===== src/sfp_pkg.sv =====
package sfp_pkg;

  // configuration register indexes
  localparam int CFG_INDEX_W = 1;
  localparam logic [CFG_INDEX_W-1:0] REG_HEAD_BYTE        = 1'b0;
  localparam logic [CFG_INDEX_W-1:0] REG_RANGE_MESSAGE_ID = 1'b1;

  // reset values of the configuration registers
  localparam logic [7:0] HEAD_BYTE_RESET        = 8'd239;
  localparam logic [7:0] RANGE_MESSAGE_ID_RESET = 8'd81;

  // payload positions and value checked for the range sensor report
  localparam int         RANGE_INDEX_A     = 10;
  localparam int         RANGE_INDEX_B     = 17;
  localparam logic [7:0] RANGE_FLAG_VALUE  = 8'd1;

  // width of the length byte carried in a frame descriptor
  localparam int LEN_W = 8;

  // descriptor queue between the parser and the emitter
  localparam int QUEUE_DEPTH = 2;
  localparam int QUEUE_PTR_W = $clog2(QUEUE_DEPTH);
  localparam int QUEUE_CNT_W = $clog2(QUEUE_DEPTH + 1);

  // parser phases
  typedef enum logic [7:0] {
    PH_HUNT = 8'b0000_0001,
    PH_DEV  = 8'b0000_0010,
    PH_SYS  = 8'b0000_0100,
    PH_MSG  = 8'b0000_1000,
    PH_SEQ  = 8'b0001_0000,
    PH_LEN  = 8'b0010_0000,
    PH_DATA = 8'b0100_0000,
    PH_SUM  = 8'b1000_0000
  } phase_t;

  // emitter states
  typedef enum logic [1:0] {
    BK_IDLE = 2'b01,
    BK_SHOW = 2'b10
  } back_state_t;

  // one good frame, handed from parser to emitter
  typedef struct packed {
    logic [7:0]       message_id;
    logic [7:0]       device_id;
    logic [7:0]       system_id;
    logic [7:0]       seq_num;
    logic [LEN_W-1:0] length;
    logic             range_ok;
  } frame_desc_t;

  // flow status seen by the parser
  typedef struct packed {
    logic q_empty;
    logic q_full;
    logic back_idle;
  } flow_status_t;

endpackage


===== src/sfp_ram.sv =====
module sfp_ram #(
  parameter int WIDTH = 8,
  parameter int DEPTH = 64,
  localparam int AW = $clog2(DEPTH)
) (
  input  logic             clk,
  input  logic             wr_en,
  input  logic [AW-1:0]    wr_addr,
  input  logic [WIDTH-1:0] wr_data,
  input  logic             rd_en,
  input  logic [AW-1:0]    rd_addr,
  output logic [WIDTH-1:0] rd_data
);

  logic [WIDTH-1:0] mem [DEPTH];

  // single write port, registered read port
  always_ff @(posedge clk) begin
    if (wr_en) begin
      mem[wr_addr] <= wr_data;
    end
    if (rd_en) begin
      rd_data <= mem[rd_addr];
    end
  end

endmodule


===== src/sfp_front.sv =====
module sfp_front #(
  parameter int MAX_PAYLOAD = 64,
  localparam int LW = $clog2(MAX_PAYLOAD + 1),
  localparam int AW = $clog2(MAX_PAYLOAD)
) (
  input  logic                             clk,
  input  logic                             rst,
  input  logic                             cfg_write,
  input  logic [sfp_pkg::CFG_INDEX_W-1:0]  cfg_index,
  input  logic [7:0]                       cfg_data,
  input  logic                             rx_valid,
  output logic                             rx_ready,
  input  logic [7:0]                       rx_byte,
  input  sfp_pkg::flow_status_t            flow,
  output logic                             push,
  output sfp_pkg::frame_desc_t             push_desc,
  output logic                             wr_en,
  output logic [AW-1:0]                    wr_addr,
  output logic [7:0]                       wr_data
);

  sfp_pkg::phase_t phase;
  logic [7:0]      head_byte;
  logic [7:0]      range_message_id;
  logic [7:0]      held_device_id;
  logic [7:0]      held_system_id;
  logic [7:0]      held_message_id;
  logic [7:0]      held_sequence;
  logic [LW-1:0]   held_length;
  logic [LW-1:0]   byte_count;
  logic [7:0]      running_sum;
  logic            entry_a_one;
  logic            entry_b_one;

  logic            accept;
  logic [LW-1:0]   count_inc;
  logic            sum_good;

  // payload bytes wait for the store to drain, checksum waits for queue room
  always_comb begin
    unique case (phase)
      sfp_pkg::PH_DATA: rx_ready = flow.back_idle && flow.q_empty;
      sfp_pkg::PH_SUM:  rx_ready = !flow.q_full;
      default:          rx_ready = 1'b1;
    endcase
  end

  assign accept    = rx_valid && rx_ready;
  assign count_inc = byte_count + LW'(1);
  assign sum_good  = rx_byte == running_sum;

  // payload store write
  assign wr_en   = accept && (phase == sfp_pkg::PH_DATA);
  assign wr_addr = byte_count[AW-1:0];
  assign wr_data = rx_byte;

  // descriptor of a good frame
  assign push                 = accept && (phase == sfp_pkg::PH_SUM) && sum_good;
  assign push_desc.message_id = held_message_id;
  assign push_desc.device_id  = held_device_id;
  assign push_desc.system_id  = held_system_id;
  assign push_desc.seq_num    = held_sequence;
  assign push_desc.length     = sfp_pkg::LEN_W'(held_length);
  assign push_desc.range_ok   = (held_message_id == range_message_id) &&
                                entry_a_one && entry_b_one;

  // configuration registers
  always_ff @(posedge clk) begin
    if (rst) begin
      head_byte        <= sfp_pkg::HEAD_BYTE_RESET;
      range_message_id <= sfp_pkg::RANGE_MESSAGE_ID_RESET;
    end else if (cfg_write) begin
      unique case (cfg_index)
        sfp_pkg::REG_HEAD_BYTE:        head_byte        <= cfg_data;
        sfp_pkg::REG_RANGE_MESSAGE_ID: range_message_id <= cfg_data;
        default: ;
      endcase
    end
  end

  // frame parsing
  always_ff @(posedge clk) begin
    if (rst) begin
      phase           <= sfp_pkg::PH_HUNT;
      held_device_id  <= '0;
      held_system_id  <= '0;
      held_message_id <= '0;
      held_sequence   <= '0;
      held_length     <= '0;
      byte_count      <= '0;
      running_sum     <= '0;
      entry_a_one     <= 1'b0;
      entry_b_one     <= 1'b0;
    end else if (accept) begin
      unique case (phase)
        sfp_pkg::PH_HUNT: begin
          if (rx_byte == head_byte) begin
            running_sum <= rx_byte;
            byte_count  <= '0;
            phase       <= sfp_pkg::PH_DEV;
          end
        end
        sfp_pkg::PH_DEV: begin
          held_device_id <= rx_byte;
          running_sum    <= running_sum + rx_byte;
          phase          <= sfp_pkg::PH_SYS;
        end
        sfp_pkg::PH_SYS: begin
          held_system_id <= rx_byte;
          running_sum    <= running_sum + rx_byte;
          phase          <= sfp_pkg::PH_MSG;
        end
        sfp_pkg::PH_MSG: begin
          held_message_id <= rx_byte;
          running_sum     <= running_sum + rx_byte;
          phase           <= sfp_pkg::PH_SEQ;
        end
        sfp_pkg::PH_SEQ: begin
          held_sequence <= rx_byte;
          running_sum   <= running_sum + rx_byte;
          phase         <= sfp_pkg::PH_LEN;
        end
        sfp_pkg::PH_LEN: begin
          running_sum <= running_sum + rx_byte;
          byte_count  <= '0;
          // oversize length aborts, zero length skips the payload
          if (rx_byte > 8'(MAX_PAYLOAD)) begin
            phase <= sfp_pkg::PH_HUNT;
          end else begin
            held_length <= rx_byte[LW-1:0];
            phase       <= (rx_byte == 8'd0) ? sfp_pkg::PH_SUM : sfp_pkg::PH_DATA;
          end
        end
        sfp_pkg::PH_DATA: begin
          running_sum <= running_sum + rx_byte;
          // track the two entries checked by the range flag
          if (byte_count == LW'(sfp_pkg::RANGE_INDEX_A)) begin
            entry_a_one <= rx_byte == sfp_pkg::RANGE_FLAG_VALUE;
          end
          if (byte_count == LW'(sfp_pkg::RANGE_INDEX_B)) begin
            entry_b_one <= rx_byte == sfp_pkg::RANGE_FLAG_VALUE;
          end
          if (count_inc >= held_length) begin
            byte_count <= '0;
            phase      <= sfp_pkg::PH_SUM;
          end else begin
            byte_count <= count_inc;
          end
        end
        sfp_pkg::PH_SUM: begin
          byte_count <= '0;
          phase      <= sfp_pkg::PH_HUNT;
        end
        default: begin
          phase <= sfp_pkg::PH_HUNT;
        end
      endcase
    end
  end

endmodule


===== src/sfp_queue.sv =====
module sfp_queue (
  input  logic                 clk,
  input  logic                 rst,
  input  logic                 push,
  input  sfp_pkg::frame_desc_t push_desc,
  input  logic                 pop,
  output sfp_pkg::frame_desc_t pop_desc,
  output logic                 empty,
  output logic                 full
);

  sfp_pkg::frame_desc_t             entry [sfp_pkg::QUEUE_DEPTH];
  logic [sfp_pkg::QUEUE_PTR_W-1:0]  wr_ptr;
  logic [sfp_pkg::QUEUE_PTR_W-1:0]  rd_ptr;
  logic [sfp_pkg::QUEUE_CNT_W-1:0]  count;
  logic                             do_push;
  logic                             do_pop;

  assign empty    = count == '0;
  assign full     = count == sfp_pkg::QUEUE_CNT_W'(sfp_pkg::QUEUE_DEPTH);
  assign pop_desc = entry[rd_ptr];
  assign do_push  = push && !full;
  assign do_pop   = pop && !empty;

  // descriptor storage
  always_ff @(posedge clk) begin
    if (do_push) begin
      entry[wr_ptr] <= push_desc;
    end
  end

  // pointers and fill count
  always_ff @(posedge clk) begin
    if (rst) begin
      wr_ptr <= '0;
      rd_ptr <= '0;
      count  <= '0;
    end else begin
      if (do_push) begin
        wr_ptr <= (wr_ptr == sfp_pkg::QUEUE_PTR_W'(sfp_pkg::QUEUE_DEPTH - 1)) ?
                  '0 : wr_ptr + 1'b1;
      end
      if (do_pop) begin
        rd_ptr <= (rd_ptr == sfp_pkg::QUEUE_PTR_W'(sfp_pkg::QUEUE_DEPTH - 1)) ?
                  '0 : rd_ptr + 1'b1;
      end
      if (do_push && !do_pop) begin
        count <= count + 1'b1;
      end else if (do_pop && !do_push) begin
        count <= count - 1'b1;
      end
    end
  end

endmodule


===== src/sfp_back.sv =====
module sfp_back #(
  parameter int MAX_PAYLOAD = 64,
  localparam int LW = $clog2(MAX_PAYLOAD + 1),
  localparam int AW = $clog2(MAX_PAYLOAD)
) (
  input  logic                 clk,
  input  logic                 rst,
  input  logic                 q_empty,
  input  sfp_pkg::frame_desc_t q_desc,
  output logic                 pop,
  output logic                 back_idle,
  output logic                 rd_en,
  output logic [AW-1:0]        rd_addr,
  input  logic [7:0]           rd_data,
  output logic                 out_valid,
  input  logic                 out_ready,
  output logic [7:0]           payload_byte,
  output logic [5:0]           payload_index,
  output logic                 has_payload,
  output logic                 last,
  output logic [7:0]           frame_message_id,
  output logic [7:0]           frame_device_id,
  output logic [7:0]           frame_system_id,
  output logic [7:0]           frame_sequence,
  output logic [6:0]           frame_length,
  output logic                 range_accepted
);

  sfp_pkg::back_state_t state;
  sfp_pkg::frame_desc_t cur;
  logic [LW-1:0]        idx;
  logic [LW-1:0]        idx_inc;
  logic                 out_take;

  assign back_idle = state == sfp_pkg::BK_IDLE;
  assign pop       = back_idle && !q_empty;
  assign out_valid = state == sfp_pkg::BK_SHOW;
  assign out_take  = out_valid && out_ready;
  assign idx_inc   = idx + LW'(1);

  // result fields, payload byte comes straight from the store read register
  assign has_payload      = cur.length != '0;
  assign last             = !has_payload || (idx_inc == LW'(cur.length));
  assign payload_byte     = has_payload ? rd_data : 8'd0;
  assign payload_index    = 6'(idx);
  assign frame_message_id = cur.message_id;
  assign frame_device_id  = cur.device_id;
  assign frame_system_id  = cur.system_id;
  assign frame_sequence   = cur.seq_num;
  assign frame_length     = 7'(cur.length);
  assign range_accepted   = cur.range_ok;

  // store read: first entry on pop, next entry when a result is taken
  always_comb begin
    unique case (state)
      sfp_pkg::BK_IDLE: begin
        rd_en   = pop && (q_desc.length != '0);
        rd_addr = '0;
      end
      sfp_pkg::BK_SHOW: begin
        rd_en   = out_take && !last;
        rd_addr = idx_inc[AW-1:0];
      end
      default: begin
        rd_en   = 1'b0;
        rd_addr = '0;
      end
    endcase
  end

  // descriptor register
  always_ff @(posedge clk) begin
    if (pop) begin
      cur <= q_desc;
    end
  end

  // emitter sequencing
  always_ff @(posedge clk) begin
    if (rst) begin
      state <= sfp_pkg::BK_IDLE;
      idx   <= '0;
    end else begin
      unique case (state)
        sfp_pkg::BK_IDLE: begin
          if (pop) begin
            idx   <= '0;
            state <= sfp_pkg::BK_SHOW;
          end
        end
        sfp_pkg::BK_SHOW: begin
          if (out_take) begin
            if (last) begin
              state <= sfp_pkg::BK_IDLE;
            end else begin
              idx <= idx_inc;
            end
          end
        end
        default: begin
          state <= sfp_pkg::BK_IDLE;
        end
      endcase
    end
  end

endmodule


===== src/sensor_frame_parser.sv =====
// result path: checksum accept queues the descriptor, the idle emitter pops and shows it
// throughput: one rx byte per cycle when rx_ready, one result per cycle when out_ready;
//   payload bytes of a frame are held off while the previous frame's payload run drains from the store
// reset: synchronous on rst; parser hunts for the head byte, queue and emitter empty,
//   head_byte 239, range_message_id 81; the payload store is not cleared
module sensor_frame_parser #(
  parameter int MAX_PAYLOAD = 64
) (
  input  logic                             clk,
  input  logic                             rst,
  input  logic                             cfg_write,
  input  logic [sfp_pkg::CFG_INDEX_W-1:0]  cfg_index,
  input  logic [7:0]                       cfg_data,
  input  logic                             rx_valid,
  output logic                             rx_ready,
  input  logic [7:0]                       rx_byte,
  output logic                             out_valid,
  input  logic                             out_ready,
  output logic [7:0]                       payload_byte,
  output logic [5:0]                       payload_index,
  output logic                             has_payload,
  output logic                             last,
  output logic [7:0]                       frame_message_id,
  output logic [7:0]                       frame_device_id,
  output logic [7:0]                       frame_system_id,
  output logic [7:0]                       frame_sequence,
  output logic [6:0]                       frame_length,
  output logic                             range_accepted
);

  localparam int AW = $clog2(MAX_PAYLOAD);

  sfp_pkg::flow_status_t flow;
  sfp_pkg::frame_desc_t  push_desc;
  sfp_pkg::frame_desc_t  pop_desc;
  logic                  push;
  logic                  pop;
  logic                  q_empty;
  logic                  q_full;
  logic                  back_idle;
  logic                  wr_en;
  logic [AW-1:0]         wr_addr;
  logic [7:0]            wr_data;
  logic                  rd_en;
  logic [AW-1:0]         rd_addr;
  logic [7:0]            rd_data;

  assign flow.q_empty   = q_empty;
  assign flow.q_full    = q_full;
  assign flow.back_idle = back_idle;

  // parser: hunts, captures header, writes payload, checks sum
  sfp_front #(.MAX_PAYLOAD(MAX_PAYLOAD)) u_front (
    .clk       (clk),
    .rst       (rst),
    .cfg_write (cfg_write),
    .cfg_index (cfg_index),
    .cfg_data  (cfg_data),
    .rx_valid  (rx_valid),
    .rx_ready  (rx_ready),
    .rx_byte   (rx_byte),
    .flow      (flow),
    .push      (push),
    .push_desc (push_desc),
    .wr_en     (wr_en),
    .wr_addr   (wr_addr),
    .wr_data   (wr_data)
  );

  // payload store
  sfp_ram #(.WIDTH(8), .DEPTH(MAX_PAYLOAD)) u_store (
    .clk     (clk),
    .wr_en   (wr_en),
    .wr_addr (wr_addr),
    .wr_data (wr_data),
    .rd_en   (rd_en),
    .rd_addr (rd_addr),
    .rd_data (rd_data)
  );

  // good-frame descriptors
  sfp_queue u_queue (
    .clk       (clk),
    .rst       (rst),
    .push      (push),
    .push_desc (push_desc),
    .pop       (pop),
    .pop_desc  (pop_desc),
    .empty     (q_empty),
    .full      (q_full)
  );

  // emitter: plays out the payload run of each good frame
  sfp_back #(.MAX_PAYLOAD(MAX_PAYLOAD)) u_back (
    .clk              (clk),
    .rst              (rst),
    .q_empty          (q_empty),
    .q_desc           (pop_desc),
    .pop              (pop),
    .back_idle        (back_idle),
    .rd_en            (rd_en),
    .rd_addr          (rd_addr),
    .rd_data          (rd_data),
    .out_valid        (out_valid),
    .out_ready        (out_ready),
    .payload_byte     (payload_byte),
    .payload_index    (payload_index),
    .has_payload      (has_payload),
    .last             (last),
    .frame_message_id (frame_message_id),
    .frame_device_id  (frame_device_id),
    .frame_system_id  (frame_system_id),
    .frame_sequence   (frame_sequence),
    .frame_length     (frame_length),
    .range_accepted   (range_accepted)
  );

endmodule

===== config.mk =====
export PLATFORM = sky130hd
export DESIGN_NAME = sensor_frame_parser
export DESIGN_NICKNAME = d
export VERILOG_FILES = /design/src/sfp_pkg.sv /design/src/sfp_ram.sv /design/src/sfp_front.sv /design/src/sfp_queue.sv /design/src/sfp_back.sv /design/src/sensor_frame_parser.sv
export SDC_FILE = /design/constraint.sdc
export NUM_CORES = 1
export LEC_CHECK = 0
export BUFFER_PORTS_ARGS = -buffer_cell sky130_fd_sc_hd__buf_2
export CORE_MARGIN = 2
export CORE_UTILIZATION = 25
export DETAILED_ROUTE_END_ITERATION = 12
export PLACE_DENSITY = 0.45
export SLEW_MARGIN = 30
export SYNTH_ARGS = -nofsm -noshare
export SYNTH_HDL_FRONTEND = slang
export SYNTH_SLANG_ARGS = --single-unit

===== constraint.sdc =====
create_clock -name clk -period 6.6 [get_ports clk]
set_clock_uncertainty 0.1 [all_clocks]
set_input_delay 1.32 -clock clk [delete_from_list [all_inputs] [get_ports clk]]
set_output_delay 1.32 -clock clk [all_outputs]
set_load 0.02 [all_outputs]

After elaboration in Yosys (flattened, before gate mapping)
Memories as Yosys holds them, arrays and structs flattened. A register that Yosys moved wholly into a read port is not among the register bits.
Index checks and enable logic that the tools add are counted.
{ "totals": {"input_bits": 22, "memories": 2, "mem_bits_rw": 592, "word_cells": 138, "ff_bits": 134, "output_inout_bits": 58} }
{ "mem_list": {"columns": ["name", "words", "width", "read_ports", "rd_clocked_by_memory_dff", "write_ports", "line", "rtl"], "rows": [
  ["u_store.mem", 64, 8, 1, 1, 1, "sfp_ram.sv:15", "logic [WIDTH-1:0] mem [DEPTH];"],
  ["u_queue.entry", 2, 40, 1, 1, 1, "sfp_queue.sv:12", "sfp_pkg::frame_desc_t entry [sfp_pkg::QUEUE_DEPTH];"]
]} }
{ "classes": {"n_reduce_logical": 46, "addsub": 7, "muxes": 32, "eq_ne": 24, "n_lt_le_gt_ge": 2, "n_bitwise": 2} }
{ "ops": {"columns": ["operator", "n"], "rows": [
  ["$pmux W8 S7", 1],
  ["$mux W8", 6],
  ["$mux W7", 5],
  ["$eq A8 B8 Y1", 3],
  ["$pmux W7 S3", 1],
  ["$reduce_and A3 Y1", 7],
  ["$eq A8 B1 Y1 const B", 2],
  ["$pmux W8 S2", 1],
  ["$reduce_bool A8 Y1", 2],
  ["$logic_and A1 B1 Y1", 15],
  ["$add A7 B1 Y7 const B", 2],
  ["$pmux W7 S2", 1],
  ["$reduce_and A2 Y1", 6],
  ["$mux W2", 5],
  ["$add A8 B8 Y8", 1],
  ["$eq A8 B2 Y1 const B", 1],
  ["$eq A8 B3 Y1 const B", 1],
  ["$eq A8 B4 Y1 const B", 1],
  ["$eq A8 B5 Y1 const B", 1],
  ["$eq A8 B6 Y1 const B", 1],
  ["$eq A8 B7 Y1 const B", 1],
  ["$eq A8 B8 Y1 const B", 1],
  ["$gt A8 B7 Y1 const B", 1],
  ["$logic_not A8 Y1", 1],
  ["other kinds (24)", 46]
]} }

Longest topological paths before layout
{ "logic_depth": {"depth_word": 11, "depth_mapped": 12, "ltp_nobuf": 11} }

By module
Synthesis repeated with hierarchy kept, for this count alone.
{ "unflattened": {"hier_cells": 1811, "area_unflattened_um2": 30216.5} }
{ "modules_own_cells": {"columns": ["module", "area_each_um2", "instances", "cells_per_inst", "seq_area_each_um2"], "rows": [
  ["sfp_ram", 20246.9, 1, 940, 15615.0],
  ["sfp_front", 4272.8, 1, 510, 1601.5],
  ["sfp_queue", 3166.8, 1, 153, 2562.5],
  ["sfp_back", 2529.9, 1, 208, 1411.4]
]} }

Worst setup path before layout
No wires, ideal clock.
{ "synth_path": {"path_kind": "input to register", "start": "input rx_byte[2]", "end": "memory u_queue.entry[0][0] (netlist bit), enable pin", "n_path_buf": 0, "slack_ns": 1.554, "arrival_ns": 4.504, "setup_time_ns": 0.442, "cell_stages": 4, "required_ns": 6.058, "cell_sequence": "ha_1 or4_1 nor4_1 nor2b_1"} }
{ "synth_between": {"elab_chain_len": 5} }
{ "synth_lines": {"columns": ["element", "line", "rtl"], "rows": [
  ["from (decl)", "sensor_frame_parser.sv:16", "input logic [7:0] rx_byte,"],
  ["$eq A8 B8 Y1", "sfp_front.sv:50", "assign sum_good = rx_byte == running_sum;"],
  ["$logic_and A1 B1 Y1", "sfp_front.sv:58", "assign push = accept && (phase == sfp_pkg::PH_SUM) && sum_good;"],
  ["$logic_and A1 B1 Y1", "sfp_queue.sv:22", "assign do_push = push && !full;"],
  ["named net u_queue.do_push", "sfp_queue.sv:16", "logic do_push;"],
  ["$mux W1", "sfp_queue.sv:27", "if (do_push) begin"],
  ["$mux W1 (implied by the code)", "sfp_queue.sv:28", "entry[wr_ptr] <= push_desc;"],
  ["to (decl)", "sfp_queue.sv:12", null]
]} }
The timed path passes the listed nets, and every way through them passes these cells.

Worst setup path after layout
{ "layout_path": {"start": "register u_back.idx[0]", "end": "output last"} }
{ "layout_between": {"elab_chain_len": 3} }
{ "layout_lines": {"columns": ["element", "line", "rtl"], "rows": [
  ["from (decl)", "sfp_back.sv:31", "logic [LW-1:0] idx;"],
  ["from (signal assigned)", "sfp_back.sv:96", "idx <= idx_inc;"],
  ["$add A7 B1 Y7", "sfp_back.sv:39", "assign idx_inc = idx + LW'(1);"],
  ["$eq A7 B7 Y1", "sfp_back.sv:43", "assign last = !has_payload || (idx_inc == LW'(cur.length));"],
  ["$logic_or A1 B1 Y1", "sfp_back.sv:43", null],
  ["to (decl)", "sensor_frame_parser.sv:22", "output logic last,"]
]} }
No other way between the ends.

==> summary.md <==
| Metric | Value |
|---|---|
| CTS buffer count | `between 70 and 80` |
| Setup TNS | `0 ns` |
| Status | `completed` |
| Die width | `~350 µm` |
| Final GP Congestion | `0.820` |
| Worst VDD drop | `approximately 170 µV` |
| Actual slew at the worst max-slew pin | `slightly above 1 ns` |
| Sequential share of the synthesized area | `roughly 70%` |
| Cells after Synth | `2074` |
| Mapped Nets | `between 2k and 2.5k` |
| Final core utilization | `around 29%` |
| Die Ht | `351 µm` |
| H-Tree Depth | `3` |
| Layout area overhead | `15.2%` |
| Most flop-heavy register | `u_store.mem` |
| WP data arrival | `3.43 ns` |
| Share of cells above drive strength 1 | `between 15 and 20%` |
| Via-per-instance ratio | `roughly 5` |
| Routed WL | `between 90 and 100 mm` |
| WHS Endpoint | `u_queue.entry[1][29]` |
| Post-Synth Adder-Cell Area | `0.940%` |
| Core area | `120000 µm²` |
| Share of the synthesized area in the top cell type | `63.9%` |
| Port bufs | `slightly below 80` |
| RSZ-0062 raised after global routing | `no` |
| Relative slew slack | `32.0%` |
| Synth warnings | `0` |
| Total track usage | `15.0%` |
| Clock latency on the worst-skew pair | `around 0.64 ns` |
| TritonCTS clock tree | `built` |
| Drt pass-1 iters | `7` |
| Post-synthesis compound-gate area fraction | `between 8 and 9%` |
| Row cnt | `between 100 and 150` |
| Grt total ovfl | `0` |
| DRC | `0` |
| Main combinational cell family by area after synthesis | `compound AO/OA/AOI/OAI gates` |
| DRT iter0 DRCs | `~1.8k` |
| Starting density of the core | `around a quarter` |
| Post-synth EDFFs | `640` |
| CTS root buf | `clkbuf_16` |
| Synth Flop Type | `edfxtp_1` |
| P_leak | `0.0111 µW` |
| N_diodes | `0` |
| Antenna viol nets, final | `0` |
| Final Cycle Share | `73.5%` |
| Worst R2R End | `u_store.rd_data[4]` |
| Biggest area consumer among synthesized cells | `edfxtp_1` |
| RR Startpoint | `u_back.idx[0]` |
| Post-CTS setup buffers | `0` |
| Post-synthesis simple-gate area fraction | `8.03%` |
| FF/Latch Area | `around 21000 µm²` |
| Critical path type | `reg -> out` |
| First-pass GRT wire length | `between 100 and 150 mm` |
| Post-Syn Area | `30100 µm²` |
| Hold Vio Cnt, Final | `0` |
| Crit-path max FO | `37` |
| Post-synthesis xor/xnor area fraction | `1.58%` |
| Syn_area_per_cell | `14.5 µm²` |
| Mux share of post-synthesis cell area | `around 8.2%` |
| Wire per inst | `~25 µm` |
| # IOs | `80` |
| Post-layout nets | `around 2.2k` |
| R2r setup slk | `2.12 ns` |
| Via count of the first global-routing pass | `18.4k` |
| FF+latch count, synth | `734` |
| Via count | `18.5k` |
| Worst Setup End Kind | `primary output` |
| Synth area leaders | `edfxtp_1 64%, dfxtp_1 6.3%, mux2i_1 4.1%` |
| Setup Viol. Count Final | `0` |
| Die area | `between 100000 and 150000 µm²` |
| Area taken by multi-input logic gates | `approximately 8300 µm²` |
| Final Max Tran Viols | `0` |
| Clk sinks | `between 700 and 800` |
| Initial antenna violation count | `4` |
| Crit start category | `flop` |
| HP Start | `u_front.held_device_id[5]` |
| Largest net degree at the start of global routing | `between 70 and 80` |
| Cts hold-fix bufs | `0` |
| Max Freq | `approximately 210 MHz` |
| Largest register FFs | `just over 500` |
| Biggest regs | `u_store.mem (512), u_queue.entry (80)` |
| Worst r2r path cells | `9` |
| Post-CTS Resized | `0` |
| Clock Path Buffers | `3` |
| Min Tclk post-route | `about 4.9 ns` |
| PwrDens | `between 200 and 300 nW/µm²` |
| FFs w/ async S/R, synth | `0%` |
| Min-delay worst type | `reg -> reg` |
| Post-DP HPWL | `58.7 mm` |
| Unique masters post-synth | `between 80 and 90` |
| Worst EP required | `5.18 ns` |
| Hold path depth | `0` |
| Reg clk slew, reported paths | `about 0.060 ns` |
| Total of max-cap violations | `0` |
| Fill cell count | `12.0k` |
stage by stage:
step | total power, µW | cell area, µm² | std cells | setup WS [ns] | hold WS (ns)
after global placement | 6140 | 32200 | 3670 | 2.08 | 0.333
final | 10300 | 34700 | 3806 | 1.75 | 0.359
after detailed placement | 6140 | 32200 | 3670 | 2.10 | 0.346
after floorplan | 5790 | 30100 | 2074 | 1.55 | 0.325
after global routing | 10600 | 34700 | 3806 | 1.57 | 0.372
after CTS | 10400 | 34700 | 3806 | 1.67 | 0.361
layout make-up:
type                       instances  share of cell area [%]
clock buffer                      95                    6.02
clock inverter                    41                   0.982
inverter                          26                   0.289
sequential                       734                    60.9
multi-input combinational       1178                    23.9
timing repair buffer             120                    2.08
tap                             1612                    5.82
where the power goes:
part / leakage, µW / internal [µW] / switching (µW)
logic: 0.00338 / 273 / 557
clock network: 0.00119 / 2410 / 1860
registers: 0.00656 / 5150 / 63.2
total: 0.0111 / 7830 / 2480
per-layer routing:
metal  share of wire (%)  GRT usage, %  routed length [µm]
met2                  43          22.4               40400
met4                 2.5          4.34                2360
met1                  46          21.2               42500
met5               0.036             0                  34
met3                 8.5          3.90                7930
worst max path at each step:
stage | end | slack [ns] | depth (start not counted) | from
3_5_place_dp | u_store.mem[35][1] | 2.10 | 5 | rx_valid
3_3_place_gp | u_store.mem[35][1] | 2.08 | 5 | rx_valid
2_1_floorplan | u_queue.entry[0][0] | 1.55 | 4 | rx_byte[2]
5_1_grt | last | 1.57 | 7 | u_back.idx[0]
6_report | last | 1.75 | 7 | u_back.idx[0]
4_1_cts | last | 1.67 | 7 | u_back.idx[0]
synth_stat cells (all sizes together), types with 27 or more instances:
cell type / instances
o22ai: 60
nor3: 29
a21oi: 92
o221ai: 40
mux2: 62
o21ai: 54
buf: 71
dfxtp: 94
edfxtp: 640
nand2: 176
nand3: 52
nor2: 178
mux2i: 122
clkbuf: 65
xnor2: 27
cell usage in the layout, fill, tap and decap left out, types with 14 or more instances in the layout:
cell type  Yosys  layout
clkbuf_16      0      79
o21ai_0       52      52
nand2_1      175     174
mux4_2        24      24
nor2_1       176     171
mux2i_1      122     122
a211oi_1      14      14
o22ai_1       60      60
clkinv_2       0      14
a221oi_1      17      17
inv_1         23      22
buf_2         36      77
nand3_1       51      51
xnor2_1       25      25
buf_4         17      42
ha_1          21      20
a21oi_1       92      92
clkinv_1       2      17
nor3_1        29      29
edfxtp_1     640     640
mux2_2        62      62
o221ai_1      40      40
a31oi_1       18      17
dfxtp_1       94      92
kinds of logic (layout without fill, tap and decap cells):
kind of cell,Yosys count,in the layout
flip-flops,734,734
AND/OR/NAND/NOR,528,528
AO/OA/AOI/OAI,376,376
multiplexers,208,208
buffers and inverters,162,282
XOR/XNOR,44,44
adder cells (fa/ha/maj),22,22
critical path, stage by stage (launching register included):
cell,delay [ns]
dfxtp_4,0.72
ha_1,0.47
xor2_4,0.17
buf_4,0.45
xnor2_1,0.20
o2111ai_2,0.15
o31ai_4,0.35
buf_2,0.29
Power figures use the tool's default switching activity.
